[src/design/tpam_pkg.sv]
`timescale 1ns / 1ps
// ----------------------------------------------------------------------------
// tpam_pkg - shared types and constants of the touch press affine mapper
// Field widths, calibration register codes and the structs that travel
// between the front end, the job queue and the mapping back end.
// ----------------------------------------------------------------------------
package tpam_pkg;

	// field widths
	localparam int RAW_W     = 12;
	localparam int COORD_W   = 16;
	localparam int COEF_W    = 32;
	localparam int REG_IDX_W = 3;

	// coef * raw product, raw taken as a positive signed value
	localparam int PROD_W  = COEF_W + RAW_W + 1;
	// two products plus an offset
	localparam int NUM_W   = PROD_W + 2;
	// quotient bits kept: one beyond the coordinate to see saturation
	localparam int QUO_W   = COORD_W + 1;
	localparam int QSTEP_W = $clog2(QUO_W);

	// default depth of the job queue between front and back
	localparam int JOB_DEPTH_DEF = 2;

	// calibration register indexes
	localparam logic [REG_IDX_W-1:0] REG_COEF_XX  = 3'd0;
	localparam logic [REG_IDX_W-1:0] REG_COEF_XY  = 3'd1;
	localparam logic [REG_IDX_W-1:0] REG_OFFSET_X = 3'd2;
	localparam logic [REG_IDX_W-1:0] REG_COEF_YX  = 3'd3;
	localparam logic [REG_IDX_W-1:0] REG_COEF_YY  = 3'd4;
	localparam logic [REG_IDX_W-1:0] REG_OFFSET_Y = 3'd5;
	localparam logic [REG_IDX_W-1:0] REG_DIVISOR  = 3'd6;

	localparam logic [COEF_W-1:0] DIVISOR_RST = 32'd1;

	// saturation limits of a coordinate
	localparam logic [COORD_W-1:0] COORD_MAX = 16'h7fff;
	localparam logic [COORD_W-1:0] COORD_MIN = 16'h8000;

	// one mapping job: the raw point taken on a new press
	typedef struct packed {
		logic [RAW_W-1:0] raw_x;
		logic [RAW_W-1:0] raw_y;
	} job_t;

	// calibration register file, all fields two's complement
	typedef struct packed {
		logic [COEF_W-1:0] coef_xx;
		logic [COEF_W-1:0] coef_xy;
		logic [COEF_W-1:0] offset_x;
		logic [COEF_W-1:0] coef_yx;
		logic [COEF_W-1:0] coef_yy;
		logic [COEF_W-1:0] offset_y;
		logic [COEF_W-1:0] divisor;
	} cal_t;

endpackage

[src/design/touch_press_affine_mapper_unit.sv]
`timescale 1ns / 1ps
// ----------------------------------------------------------------------------
// touch_press_affine_mapper_unit - touch press tracker with affine mapping
// Poll beats enter through push/full. A poll beat is held off only while
// the tracker is idle and the job queue is full. A new press queues a job;
// the back end maps it (a restoring division of 17 quotient bits per axis
// on one shared divider, plus multiply, sign and saturation steps), and
// the job queue holds JOB_DEPTH presses ahead of it. Results leave
// through empty/pop and one finished result is held while the next press
// is worked on. A zero divisor gives a fault result with zero
// coordinates. Calibration registers are written through
// cfg_we/cfg_idx/cfg_wdata; indexes past the last register are ignored.
// ----------------------------------------------------------------------------
module touch_press_affine_mapper_unit #(
	parameter int JOB_DEPTH = tpam_pkg::JOB_DEPTH_DEF
) (
	input  logic                            clk,
	input  logic                            arst_n,
	input  logic                            push,
	output logic                            full,
	input  logic                            pen_down,
	input  logic [tpam_pkg::RAW_W-1:0]      raw_x,
	input  logic [tpam_pkg::RAW_W-1:0]      raw_y,
	output logic                            empty,
	input  logic                            pop,
	output logic [tpam_pkg::COORD_W-1:0]    screen_x,
	output logic [tpam_pkg::COORD_W-1:0]    screen_y,
	output logic                            divide_fault,
	input  logic                            cfg_we,
	input  logic [tpam_pkg::REG_IDX_W-1:0]  cfg_idx,
	input  logic [tpam_pkg::COEF_W-1:0]     cfg_wdata
);

	tpam_pkg::cal_t  cal_q;
	tpam_pkg::job_t  front_job;
	tpam_pkg::job_t  queue_job;
	logic            job_push;
	logic            job_pop;
	logic            q_full;
	logic            q_empty;

	// calibration register file
	always_ff @(posedge clk or negedge arst_n) begin
		if (!arst_n) begin
			cal_q <= '{
				coef_xx:  '0,
				coef_xy:  '0,
				offset_x: '0,
				coef_yx:  '0,
				coef_yy:  '0,
				offset_y: '0,
				divisor:  tpam_pkg::DIVISOR_RST
			};
		end else if (cfg_we) begin
			unique case (cfg_idx)
				tpam_pkg::REG_COEF_XX:  cal_q.coef_xx  <= cfg_wdata;
				tpam_pkg::REG_COEF_XY:  cal_q.coef_xy  <= cfg_wdata;
				tpam_pkg::REG_OFFSET_X: cal_q.offset_x <= cfg_wdata;
				tpam_pkg::REG_COEF_YX:  cal_q.coef_yx  <= cfg_wdata;
				tpam_pkg::REG_COEF_YY:  cal_q.coef_yy  <= cfg_wdata;
				tpam_pkg::REG_OFFSET_Y: cal_q.offset_y <= cfg_wdata;
				tpam_pkg::REG_DIVISOR:  cal_q.divisor  <= cfg_wdata;
				default: begin
				end
			endcase
		end
	end

	// press tracking
	tpam_front u_front (
		.clk      (clk),
		.arst_n   (arst_n),
		.push     (push),
		.full     (full),
		.pen_down (pen_down),
		.raw_x    (raw_x),
		.raw_y    (raw_y),
		.q_full   (q_full),
		.job_push (job_push),
		.job      (front_job)
	);

	// jobs waiting for the mapper
	tpam_job_q #(
		.DEPTH (JOB_DEPTH)
	) u_job_q (
		.clk     (clk),
		.arst_n  (arst_n),
		.wr_en   (job_push),
		.wr_job  (front_job),
		.rd_en   (job_pop),
		.rd_job  (queue_job),
		.q_full  (q_full),
		.q_empty (q_empty)
	);

	// affine mapping
	tpam_back u_back (
		.clk          (clk),
		.arst_n       (arst_n),
		.cal          (cal_q),
		.job_empty    (q_empty),
		.job          (queue_job),
		.job_pop      (job_pop),
		.empty        (empty),
		.pop          (pop),
		.screen_x     (screen_x),
		.screen_y     (screen_y),
		.divide_fault (divide_fault)
	);

endmodule

[src/design/tpam_job_q.sv]
`timescale 1ns / 1ps
// ----------------------------------------------------------------------------
// tpam_job_q - short job queue between front and back
// Register-based first-in first-out store of raw points waiting to be
// mapped. Depth must be at least two.
// ----------------------------------------------------------------------------
module tpam_job_q #(
	parameter int DEPTH = tpam_pkg::JOB_DEPTH_DEF
) (
	input  logic           clk,
	input  logic           arst_n,
	input  logic           wr_en,
	input  tpam_pkg::job_t wr_job,
	input  logic           rd_en,
	output tpam_pkg::job_t rd_job,
	output logic           q_full,
	output logic           q_empty
);

	localparam int PTR_W = $clog2(DEPTH);
	localparam int CNT_W = $clog2(DEPTH + 1);

	tpam_pkg::job_t    mem_q [DEPTH];
	logic [PTR_W-1:0]  wr_ptr_q;
	logic [PTR_W-1:0]  rd_ptr_q;
	logic [CNT_W-1:0]  cnt_q;
	logic              do_wr;
	logic              do_rd;

	assign q_full  = (cnt_q == CNT_W'(DEPTH));
	assign q_empty = (cnt_q == '0);
	assign do_wr   = wr_en && !q_full;
	assign do_rd   = rd_en && !q_empty;
	assign rd_job  = mem_q[rd_ptr_q];

	// storage
	always_ff @(posedge clk) begin
		if (do_wr) begin
			mem_q[wr_ptr_q] <= wr_job;
		end
	end

	// pointers and fill count
	always_ff @(posedge clk or negedge arst_n) begin
		if (!arst_n) begin
			wr_ptr_q <= '0;
			rd_ptr_q <= '0;
			cnt_q    <= '0;
		end else begin
			if (do_wr) begin
				wr_ptr_q <= (wr_ptr_q == PTR_W'(DEPTH - 1)) ? '0 : wr_ptr_q + 1'b1;
			end
			if (do_rd) begin
				rd_ptr_q <= (rd_ptr_q == PTR_W'(DEPTH - 1)) ? '0 : rd_ptr_q + 1'b1;
			end
			if (do_wr && !do_rd) begin
				cnt_q <= cnt_q + 1'b1;
			end else if (do_rd && !do_wr) begin
				cnt_q <= cnt_q - 1'b1;
			end
		end
	end

	// fill count never runs past the depth
	a_cnt_bound: assert property (@(posedge clk) disable iff (!arst_n)
		cnt_q <= CNT_W'(DEPTH))
		else $error("job queue count beyond depth");

endmodule

[src/design/tpam_front.sv]
`timescale 1ns / 1ps
// ----------------------------------------------------------------------------
// tpam_front - press tracker
// Takes one poll beat per accepted push, steps the idle / pressing / held
// tracker and queues a mapping job on every new press.
// ----------------------------------------------------------------------------
module tpam_front (
	input  logic                        clk,
	input  logic                        arst_n,
	input  logic                        push,
	output logic                        full,
	input  logic                        pen_down,
	input  logic [tpam_pkg::RAW_W-1:0]  raw_x,
	input  logic [tpam_pkg::RAW_W-1:0]  raw_y,
	input  logic                        q_full,
	output logic                        job_push,
	output tpam_pkg::job_t              job
);

	typedef enum logic [1:0] {
		PH_IDLE     = 2'd0,
		PH_PRESSING = 2'd1,
		PH_HELD     = 2'd2
	} phase_t;

	phase_t phase_q;
	logic   accept;

	// only a press needs queue room, so only idle waits on it
	assign full     = q_full && (phase_q == PH_IDLE);
	assign accept   = push && !full;
	assign job_push = accept && pen_down && (phase_q == PH_IDLE);
	assign job      = '{raw_x: raw_x, raw_y: raw_y};

	// press tracker
	always_ff @(posedge clk or negedge arst_n) begin
		if (!arst_n) begin
			phase_q <= PH_IDLE;
		end else if (accept) begin
			unique case (phase_q)
				PH_IDLE: begin
					if (pen_down) begin
						phase_q <= PH_PRESSING;
					end
				end
				PH_PRESSING: begin
					phase_q <= pen_down ? PH_HELD : PH_IDLE;
				end
				PH_HELD: begin
					if (!pen_down) begin
						phase_q <= PH_IDLE;
					end
				end
				default: begin
					// unused code acts like held
					if (!pen_down) begin
						phase_q <= PH_IDLE;
					end
				end
			endcase
		end
	end

	// a queued press always leaves the tracker in pressing
	a_press_phase: assert property (@(posedge clk) disable iff (!arst_n)
		job_push |=> (phase_q == PH_PRESSING))
		else $error("press queued without entering pressing");

endmodule

[src/design/tpam_back.sv]
`timescale 1ns / 1ps
// ----------------------------------------------------------------------------
// tpam_back - affine mapping engine
// Per job: for each axis a shared 32x13 multiplier builds the numerator,
// then a restoring divider produces 17 quotient bits one per cycle, and
// the result is saturated to 16 bits. Holds one finished result.
// ----------------------------------------------------------------------------
module tpam_back (
	input  logic                          clk,
	input  logic                          arst_n,
	input  tpam_pkg::cal_t                cal,
	input  logic                          job_empty,
	input  tpam_pkg::job_t                job,
	output logic                          job_pop,
	output logic                          empty,
	input  logic                          pop,
	output logic [tpam_pkg::COORD_W-1:0]  screen_x,
	output logic [tpam_pkg::COORD_W-1:0]  screen_y,
	output logic                          divide_fault
);

	localparam int COEF_W  = tpam_pkg::COEF_W;
	localparam int RAW_W   = tpam_pkg::RAW_W;
	localparam int PROD_W  = tpam_pkg::PROD_W;
	localparam int NUM_W   = tpam_pkg::NUM_W;
	localparam int QUO_W   = tpam_pkg::QUO_W;
	localparam int QSTEP_W = tpam_pkg::QSTEP_W;
	localparam int COORD_W = tpam_pkg::COORD_W;
	localparam int HI_W    = NUM_W - QUO_W;

	typedef enum logic [3:0] {
		S_IDLE,
		S_MUL_A,
		S_MUL_B,
		S_SUM,
		S_MAG,
		S_PREP,
		S_DIV,
		S_AXIS,
		S_OUT
	} state_t;

	state_t                    state_q;
	logic                      axis_q;
	tpam_pkg::job_t            job_q;
	logic signed [PROD_W-1:0]  prod_q;
	logic signed [NUM_W-1:0]   acc_q;
	logic [NUM_W-1:0]          mag_q;
	logic [COEF_W-1:0]         dk_q;
	logic                      neg_q;
	logic                      ovf_q;
	logic [COEF_W-1:0]         rem_q;
	logic [QUO_W-1:0]          quo_q;
	logic [QSTEP_W-1:0]        step_q;
	logic [COORD_W-1:0]        res_x_q;
	logic [COORD_W-1:0]        res_y_q;
	logic                      fault_q;
	logic                      out_valid_q;
	logic [COORD_W-1:0]        out_x_q;
	logic [COORD_W-1:0]        out_y_q;
	logic                      out_fault_q;

	logic [COEF_W-1:0]         coef_a;
	logic [COEF_W-1:0]         coef_b;
	logic [COEF_W-1:0]         offset;
	logic [COEF_W-1:0]         mul_coef;
	logic [RAW_W-1:0]          mul_raw;
	logic signed [PROD_W-1:0]  mul_out;
	logic [HI_W-1:0]           mag_hi;
	logic [QUO_W-1:0]          mag_lo;
	logic [COEF_W:0]           trial;
	logic [COEF_W:0]           trial_diff;
	logic                      trial_ge;
	logic [COORD_W-1:0]        sat_val;

	// saturate a sign and quotient magnitude to a signed coordinate
	function automatic logic [COORD_W-1:0] sat_coord(input logic ovf, input logic neg,
			input logic [QUO_W-1:0] q);
		logic [QUO_W-1:0] nq;
		logic [COORD_W-1:0] r;
		nq = '0 - q;
		if (ovf) begin
			r = neg ? tpam_pkg::COORD_MIN : tpam_pkg::COORD_MAX;
		end else if (!neg) begin
			r = (q > QUO_W'(tpam_pkg::COORD_MAX)) ? tpam_pkg::COORD_MAX : q[COORD_W-1:0];
		end else begin
			r = (q > QUO_W'(tpam_pkg::COORD_MIN)) ? tpam_pkg::COORD_MIN : nq[COORD_W-1:0];
		end
		return r;
	endfunction

	// coefficient selection for the current axis
	assign coef_a = axis_q ? cal.coef_yx  : cal.coef_xx;
	assign coef_b = axis_q ? cal.coef_yy  : cal.coef_xy;
	assign offset = axis_q ? cal.offset_y : cal.offset_x;

	// shared multiplier, raw sample taken as positive
	assign mul_coef = (state_q == S_MUL_A) ? coef_a : coef_b;
	assign mul_raw  = (state_q == S_MUL_A) ? job_q.raw_x : job_q.raw_y;
	assign mul_out  = $signed(mul_coef) * $signed({1'b0, mul_raw});

	// one restoring division step
	assign mag_hi     = mag_q[NUM_W-1:QUO_W];
	assign mag_lo     = mag_q[QUO_W-1:0];
	assign trial      = {rem_q, mag_lo[step_q]};
	assign trial_diff = trial - {1'b0, dk_q};
	assign trial_ge   = (trial >= {1'b0, dk_q});

	assign sat_val = sat_coord(ovf_q, neg_q, quo_q);

	assign job_pop      = (state_q == S_IDLE) && !job_empty;
	assign empty        = !out_valid_q;
	assign screen_x     = out_x_q;
	assign screen_y     = out_y_q;
	assign divide_fault = out_fault_q;

	// sequencer with datapath and result registers
	always_ff @(posedge clk or negedge arst_n) begin
		if (!arst_n) begin
			state_q     <= S_IDLE;
			axis_q      <= 1'b0;
			job_q       <= '0;
			prod_q      <= '0;
			acc_q       <= '0;
			mag_q       <= '0;
			dk_q        <= '0;
			neg_q       <= 1'b0;
			ovf_q       <= 1'b0;
			rem_q       <= '0;
			quo_q       <= '0;
			step_q      <= '0;
			res_x_q     <= '0;
			res_y_q     <= '0;
			fault_q     <= 1'b0;
			out_valid_q <= 1'b0;
			out_x_q     <= '0;
			out_y_q     <= '0;
			out_fault_q <= 1'b0;
		end else begin
			// output beat: filled from the finished result, cleared when taken
			if (state_q == S_OUT && (!out_valid_q || pop)) begin
				out_valid_q <= 1'b1;
			end else if (pop && out_valid_q) begin
				out_valid_q <= 1'b0;
			end
			unique case (state_q)
				S_IDLE: begin
					if (!job_empty) begin
						job_q  <= job;
						axis_q <= 1'b0;
						if (cal.divisor == '0) begin
							res_x_q <= '0;
							res_y_q <= '0;
							fault_q <= 1'b1;
							state_q <= S_OUT;
						end else begin
							fault_q <= 1'b0;
							state_q <= S_MUL_A;
						end
					end
				end
				S_MUL_A: begin
					prod_q  <= mul_out;
					state_q <= S_MUL_B;
				end
				S_MUL_B: begin
					acc_q   <= NUM_W'(prod_q) + NUM_W'($signed(offset));
					prod_q  <= mul_out;
					state_q <= S_SUM;
				end
				S_SUM: begin
					acc_q   <= acc_q + NUM_W'(prod_q);
					state_q <= S_MAG;
				end
				S_MAG: begin
					// work on magnitudes, keep the quotient sign
					mag_q   <= acc_q[NUM_W-1] ? NUM_W'(-acc_q) : NUM_W'(acc_q);
					dk_q    <= cal.divisor[COEF_W-1] ? ('0 - cal.divisor) : cal.divisor;
					neg_q   <= acc_q[NUM_W-1] ^ cal.divisor[COEF_W-1];
					state_q <= S_PREP;
				end
				S_PREP: begin
					// quotient of 2^17 or more saturates outright
					ovf_q  <= (COEF_W'(mag_hi) >= dk_q);
					rem_q  <= COEF_W'(mag_hi);
					quo_q  <= '0;
					step_q <= QSTEP_W'(QUO_W - 1);
					state_q <= (COEF_W'(mag_hi) >= dk_q) ? S_AXIS : S_DIV;
				end
				S_DIV: begin
					rem_q <= trial_ge ? trial_diff[COEF_W-1:0] : trial[COEF_W-1:0];
					quo_q <= {quo_q[QUO_W-2:0], trial_ge};
					if (step_q == '0) begin
						state_q <= S_AXIS;
					end else begin
						step_q <= step_q - 1'b1;
					end
				end
				S_AXIS: begin
					if (!axis_q) begin
						res_x_q <= sat_val;
						axis_q  <= 1'b1;
						state_q <= S_MUL_A;
					end else begin
						res_y_q <= sat_val;
						state_q <= S_OUT;
					end
				end
				S_OUT: begin
					if (!out_valid_q || pop) begin
						out_x_q     <= res_x_q;
						out_y_q     <= res_y_q;
						out_fault_q <= fault_q;
						state_q     <= S_IDLE;
					end
				end
				default: begin
					state_q <= S_IDLE;
				end
			endcase
		end
	end

	// a fault beat carries zero coordinates
	a_fault_zero: assert property (@(posedge clk) disable iff (!arst_n)
		(!empty && divide_fault) |-> (screen_x == '0 && screen_y == '0))
		else $error("fault result with nonzero coordinates");

	// restoring divider keeps its remainder below the divisor
	a_rem_bound: assert property (@(posedge clk) disable iff (!arst_n)
		(state_q == S_DIV) |-> (rem_q < dk_q))
		else $error("divider remainder not below divisor");

	// a taken job starts either the multiply chain or a fault result
	a_job_start: assert property (@(posedge clk) disable iff (!arst_n)
		job_pop |=> (state_q == S_MUL_A || state_q == S_OUT))
		else $error("job taken without starting work");

endmodule

[config.mk]
export PLATFORM = sky130hd
export DESIGN_NAME = touch_press_affine_mapper_unit
export DESIGN_NICKNAME = d
export VERILOG_FILES = /design/src/design/tpam_pkg.sv /design/src/design/touch_press_affine_mapper_unit.sv /design/src/design/tpam_job_q.sv /design/src/design/tpam_front.sv /design/src/design/tpam_back.sv
export SDC_FILE = /design/constraint.sdc
export NUM_CORES = 2
export LEC_CHECK = 0
export BUFFER_PORTS_ARGS = -buffer_cell sky130_fd_sc_hd__buf_2
export CAP_MARGIN = 5
export CORE_MARGIN = 2
export CORE_UTILIZATION = 55
export CTS_CLUSTER_DIAMETER = 30
export CTS_CLUSTER_SIZE = 28
export DETAILED_ROUTE_END_ITERATION = 10
export PLACE_DENSITY_LB_ADDON = 0.15
export SETUP_SLACK_MARGIN = 0.2
export SLEW_MARGIN = 10
export SYNTH_ARGS = -nofsm -noshare
export SYNTH_HDL_FRONTEND = slang
export SYNTH_SLANG_ARGS = --single-unit
[constraint.sdc]
create_clock -name clk -period 12.16 [get_ports clk]
set_input_delay 0 -clock clk [delete_from_list [all_inputs] [get_ports clk]]
set_output_delay 0 -clock clk [all_outputs]
set_load 0.03 [all_outputs]
# --- Word level (Yosys, flattened, before mapping) ---
# Memory sizes are Yosys's and may differ from the RTL's. A register that Yosys moved wholly into a read port is not among the register bits.
# Cells that the tools add are included.
word_totals:
  reg_bits: 529
  ramBits: 48
  in_bits: 65
  mem_count: 1
memory_table:
  columns: ["name", "depth", "word_bits", "read_ports", "rd_ports_with_merged_regs", "wr", "line", "source"]
  rows:
  - ["u_job_q.mem_q", 2, 24, 1, 1, 1, "tpam_job_q.sv:23", "tpam_pkg::job_t mem_q [DEPTH];"]
op_classes:
  n_addsub: 11
  multipliers: 1
  order_cmp: 5
  eq_ne: 25
  mux: 48
  bitwise: 2
  n_reduce_logical: 46
ops:
  columns: ["cell", "count"]
  rows:
  - ["$mux W32", 6]
  - ["$mux W16", 9]
  - ["$pmux W47 S2", 1]
  - ["$pmux W16 S2", 2]
  - ["$pmux W32 S2", 1]
  - ["$add A47 B45 Y47", 1]
  - ["$mux W47", 1]
  - ["$neg A47 Y47", 1]
  - ["$add A45 B32 Y46", 1]
  - ["$mul A32 B13 Y45", 1]
  - ["$pmux W4 S9", 1]
  - ["$pmux W17 S2", 1]
  - ["$ge A33 B32 Y1", 1]
  - ["$ge A30 B32 Y1", 1]
  - ["$logic_not A32 Y1", 1]
  - ["$sub A1 B32 Y32 const A", 1]
  - ["$sub A32 B32 Y32", 1]
  - ["$reduce_and A2 Y1", 11]
  - ["$mux W4", 5]
  - ["$gt A17 B15 Y1 const B", 1]
  - ["$gt A17 B16 Y1 const B", 1]
  - ["$eq A4 B3 Y1 const B", 4]
  - ["$sub A1 B16 Y16 const A", 1]
  - ["$mux W12", 1]
  - ["other kinds (36)", 83]

# --- Depth between registers and ports, before layout ---
logic_depth:
  depth_word: 11
  depth_mapped: 31

# --- Hierarchy ---
# Synthesis repeated with hierarchy kept, for this count alone.
unflattened:
  cells_unflattened: 4885
  area_unflattened_um2: 47355.4
modules_own_cells:
  columns: ["mod", "instances", "cells_per_inst", "area_each_um2", "seq_area_each_um2"]
  rows:
  - ["tpam_back", 1, 4273, 36656.4, 8082.8]
  - ["touch_press_affine_mapper_unit", 1, 483, 8379.3, 5606.6]
  - ["tpam_job_q", 1, 94, 2030.7, 1541.5]
  - ["tpam_front", 1, 35, 289.0, 50.0]

# --- Least setup slack after synthesis ---
# Ideal clock, no wire load.
synth_path:
  path_type: "register to register"
  start: "register u_back.state_q[0]"
  end: "register u_back.prod_q[44]"
  setup_time_ns: 0.133
  arrival_time_ns: 7.777
  t_required_ns: 12.027
  slack_ns: 4.250
  stages_incl_launch_ff: 28
  path_buffers: 4
  cell_sequence: "dfrtp_1 clkbuf_1 inv_1 nor4_1 clkbuf_1 clkbuf_1 mux2i_1 clkbuf_1 nor2_1 fa_1 inv_1 fa_1 inv_1 fa_1 fa_1 inv_1 fa_1 inv_1 ha_1 a21o_1 a21o_1 a21oi_1 o21ai_0 a2111oi_0 a311o_1 o21ai_0 xnor2_1 o21ai_0"
synth_between:
  elab_chain_cells: 3
synth_lines:
  columns: ["item", "line", "source"]
  rows:
  - ["start, declared", "tpam_back.sv:43", "state_t state_q;"]
  - ["start signal, assigned", "tpam_back.sv:188", "state_q <= (COEF_W'(mag_hi) >= dk_q) ? S_AXIS : S_DIV;"]
  - ["$eq A4 B1 Y1", "tpam_back.sv:98, tpam_back.sv:99, tpam_back.sv:146", null]
  - ["$mux W32 / $mux W12 (equally long branches)", "tpam_back.sv:98, tpam_back.sv:99", null]
  - ["$mul A32 B13 Y45", "tpam_back.sv:100", "assign mul_out = $signed(mul_coef) * $signed({1'b0, mul_raw});"]
  - ["end signal, assigned", "tpam_back.sv:163", "prod_q <= mul_out;"]
  - ["end signal, assigned", "tpam_back.sv:168", "prod_q <= mul_out;"]
  - ["end, declared", "tpam_back.sv:46", "logic signed [PROD_W-1:0] prod_q;"]
# Parallel ways exist; a longest one is shown, timed or not.
# A chain may end at the register's enable or synchronous reset.

# --- Worst setup path after layout ---
layout_path:
  start: "register u_back.state_q[0]"
  end: "register u_back.prod_q[43]"
# The elaborated chain is that of the path after synthesis.

==> run_results.csv <==
group,metric,value,unit
run_status,status,"finished clean",
synth,synth.top_cell.area_share,0.293,
clocking,cts_tree,"built",
drt,routedWlPerCell,20.5,µm
clocking,cts_htree_levels,4,
sta,setup_viol,0,
hold_path,worstHoldStart,"raw_y[5]",
synth,netlist_top_cells_count,"nand2_1 (651), dfrtp_1 (552), inv_1 (534), o21ai_0 (355), fa_1 (341)",
floorplanning,core_area,85100,µm²
placement,port-buffer-count,99,
global_route,grt_pass1_wl,206000,µm
clocking,cts_buffer_depth,3,
hold_path,whs_endpoint,"u_job_q.mem_q[0][5]",
finish,fin_cells,6298,
clocking,clkSlewWorstSetupHoldPaths,0.05,ns
drt,vias,36100,
finish,fillers,6948,
setup_path,cp.required,12.81,ns
floorplanning,start_util,0.554,
global_route,grt_usage,0.297,
finish,regArea,15300,µm²
sta,hold_viol_final,0,
setup_path,worstSetupEndpointType,"register",
drt,drt.antenna.violating_nets,0,
global_route,grt_use_met2,0.497,
synth,synth_cell_type_count,77,
synth,postSynthCellCount,4929,
setup_path,reg2reg_from,"u_back.state_q[0]",
finish,nNetsFinal,5707,
setup_path,critPathLaunchType,"register",
synth,synth-edff-count,48,
setup_path,critPathArrivalTime,9.60,ns
synth,syn_area,47200,µm²
sta,worst_pin_slew,1.17,ns
drt,wl,129000,µm
sta,fin_skew,0.0572,ns
setup_path,cp_max_fo,38,
sta,fmax,112,MHz
floorplanning,fp.dieH,297,µm
setup_path,crit_type,"reg -> reg",
finish,drive_above_1_share,0.145,
synth,synth-seq-area-share,0.324,
synth,synth-seq-cells,601,
floorplanning,dieArea,88200,µm²
floorplanning,fp.dieW,297,µm
drt,drc,0,
setup_path,r2r_slack,3.21,ns
sta,slew_headroom,0.219,
synth,synth_most_common_cell,"nand2_1",
sta,period_share,0.736,
synth,syn_area_per_cell,9.58,µm²
hold_path,hold_depth,2,
sta,rsz0062_at_grt,"false",
placement,dp.cells,5969,
placement,dp_hpwl,95500,µm
setup_path,reg2reg_depth,24,
global_route,met1_usage,0.386,
placement,place_congestion,0.928,
clocking,clk_latency,0.75,ns
synth,async_reset_ff_frac,0.920,
drt,drtIter0Drc,2706,
sta,period_needed,8.95,ns
drt,drt_pass1_iterations,5,
clocking,cts_made_buffers,133,
synth,ys_warn_count,0,
global_route,grt-busiest-layer,"met2",
synth,ys.flop_type,"dfrtp_1",
hold_path,min-delay-path-class,"in -> reg",
floorplanning,rows,107,
synth,yosys.area.top_type,"dfrtp_1",
finish,final_area,54300,µm²
floorplanning,num_io_pins,100,
setup_path,regToRegEndpoint,"u_back.prod_q[43]",
clocking,root_buffer,"clkbuf_16",
global_route,antenna_found_initial,5,
clocking,clock_sinks,601,
placement,postPlaceCellArea,48600,µm²
drt,vias_per_cell,5.73,
sta,finalSetupTns,0,ns
global_route,grt_pass1_vias,37000,
flow_run,cap_viol_max_count,0,
finish,post-route-util,0.638,
synth,syn-num-nets,5594,
finish,syn_to_final_growth,15.0,%
sta,slew_viol_final,0,
synth,synthTopCellsByArea,"dfrtp_1 (29%), fa_1 (14%), mux2_2 (7.2%), ha_1 (6.9%), nand2_1 (5.2%)",
finish,multiInputGateArea,29100,µm²
global_route,grt_max_degree,94,
global_route,grtUsageMet3,0.0467,
global_route,gr-total-overflow,0,
[flip-flops by register name, indices dropped and copies added (netlist names), 2 cells and up]
signal           flops
u_back.step_q        5
u_back.quo_q        17
u_back.rem_q        32
u_front.phase_q      2
u_back.job_q        24
u_back.res_x_q      16
u_back.dk_q         32
u_back.screen_y     16
u_job_q.cnt_q        2
cal_q              224
u_back.res_y_q      16
u_job_q.mem_q       48
u_back.prod_q       45
u_back.acc_q        47
u_back.screen_x     16
u_back.state_q       4
u_back.mag_q        47
[per-layer routing]
metal,vias to the layer above,share of wire,routed length (µm)
met5,-,0,0
met4,0,0.040,5160
met3,233,0.054,7030
met2,993,0.48,62300
met1,17900,0.42,54700
li1,17000,-,-
[stage by stage]
stage	worst slack [ns]	hold slack, ns
5_1_grt	2.57	0.0170
4_1_cts	3.07	0.00327
3_5_place_dp	3.12	0.0968
3_3_place_gp	3.33	0.0966
6_report	3.21	0.0237
2_1_floorplan	4.25	-0.296
[critical path, cell delays in order, from the launching register on]
cell      delay, ns
dfrtp_1        0.82
inv_1          0.31
nor4_2         0.33
buf_4          0.51
nand2_1        0.12
nand2_1        0.87
nand2_1        0.18
fa_1           0.56
inv_1          0.05
fa_1           0.48
fa_1           0.52
fa_1           0.55
inv_1          0.06
fa_1           0.53
inv_1          0.05
ha_1           0.37
nand2_1        0.10
nor3_1         0.20
a32oi_1        0.18
o21bai_1       0.26
a21oi_1        0.22
o211ai_1       0.43
a31oi_1        0.25
or4b_2         0.72
nand3_1        0.10
[area by class of cell]
type | count | area share
clock inverter | 77 | 0.0204
timing repair buffer | 227 | 0.0314
multi-input combinational | 3544 | 0.536
clock buffer | 169 | 0.0675
tap | 1144 | 0.0264
sequential | 601 | 0.282
inverter | 535 | 0.0370
antenna | 1 | 0.0000461
[cell usage in the layout (no fill, tap or decap), types with 20 or more instances in the layout]
cell type | synthesis | routed
clkbuf_16 | 0 | 134
nor3_1 | 57 | 54
buf_4 | 0 | 46
nand3_1 | 62 | 61
inv_1 | 534 | 534
dfrtp_1 | 552 | 550
o21ai_0 | 355 | 355
clkinv_2 | 0 | 20
xnor2_1 | 93 | 93
mux4_2 | 27 | 27
a211oi_1 | 32 | 32
o31ai_1 | 30 | 30
nand2b_1 | 35 | 35
nand2_1 | 651 | 647
o21a_1 | 27 | 27
a31oi_1 | 27 | 27
xor2_1 | 127 | 127
or3_1 | 33 | 33
a21oi_1 | 217 | 217
edfxtp_1 | 48 | 48
a21o_1 | 121 | 121
nor2_1 | 212 | 211
ha_1 | 259 | 259
mux2i_1 | 57 | 52
nand4_1 | 37 | 37
mux2_2 | 300 | 300
fa_1 | 341 | 341
buf_2 | 1 | 98
dlygate4sd3_1 | 0 | 80
nor2b_1 | 147 | 147
[timing repair]
action | in CTS | in global routing
resized for setup | 0 | 0
hold buffers | 81 | 0
setup buffers | 0 | 0
endpoints found under the hold margin | 372 | 0
[how the worst max path moves through the flow]
stage	slack [ns]	end	startpoint	depth (start not counted)
floorplan	4.25	u_back.prod_q[44]	u_back.state_q[0]	27
global placement	3.33	u_back.prod_q[43]	u_back.state_q[0]	25
detailed placement	3.12	u_back.prod_q[43]	u_back.state_q[0]	24
CTS	3.07	u_back.prod_q[43]	u_back.state_q[0]	24
global route	2.57	u_back.prod_q[43]	u_back.state_q[0]	24
finish	3.21	u_back.prod_q[43]	u_back.state_q[0]	24
[logic make-up after synthesis]
logic type,synth area share
adders and majority gates,0.213
muxes,0.0965
xor gates and xnor gates,0.0408
buffers and inverters,0.0625
and+or+nand+nor,0.129
AOI/OAI and AO/OA,0.134
DFF,0.324
Power is not shown: default switching activity piles up to over one toggle a cycle in this logic, so the estimate is an artifact.
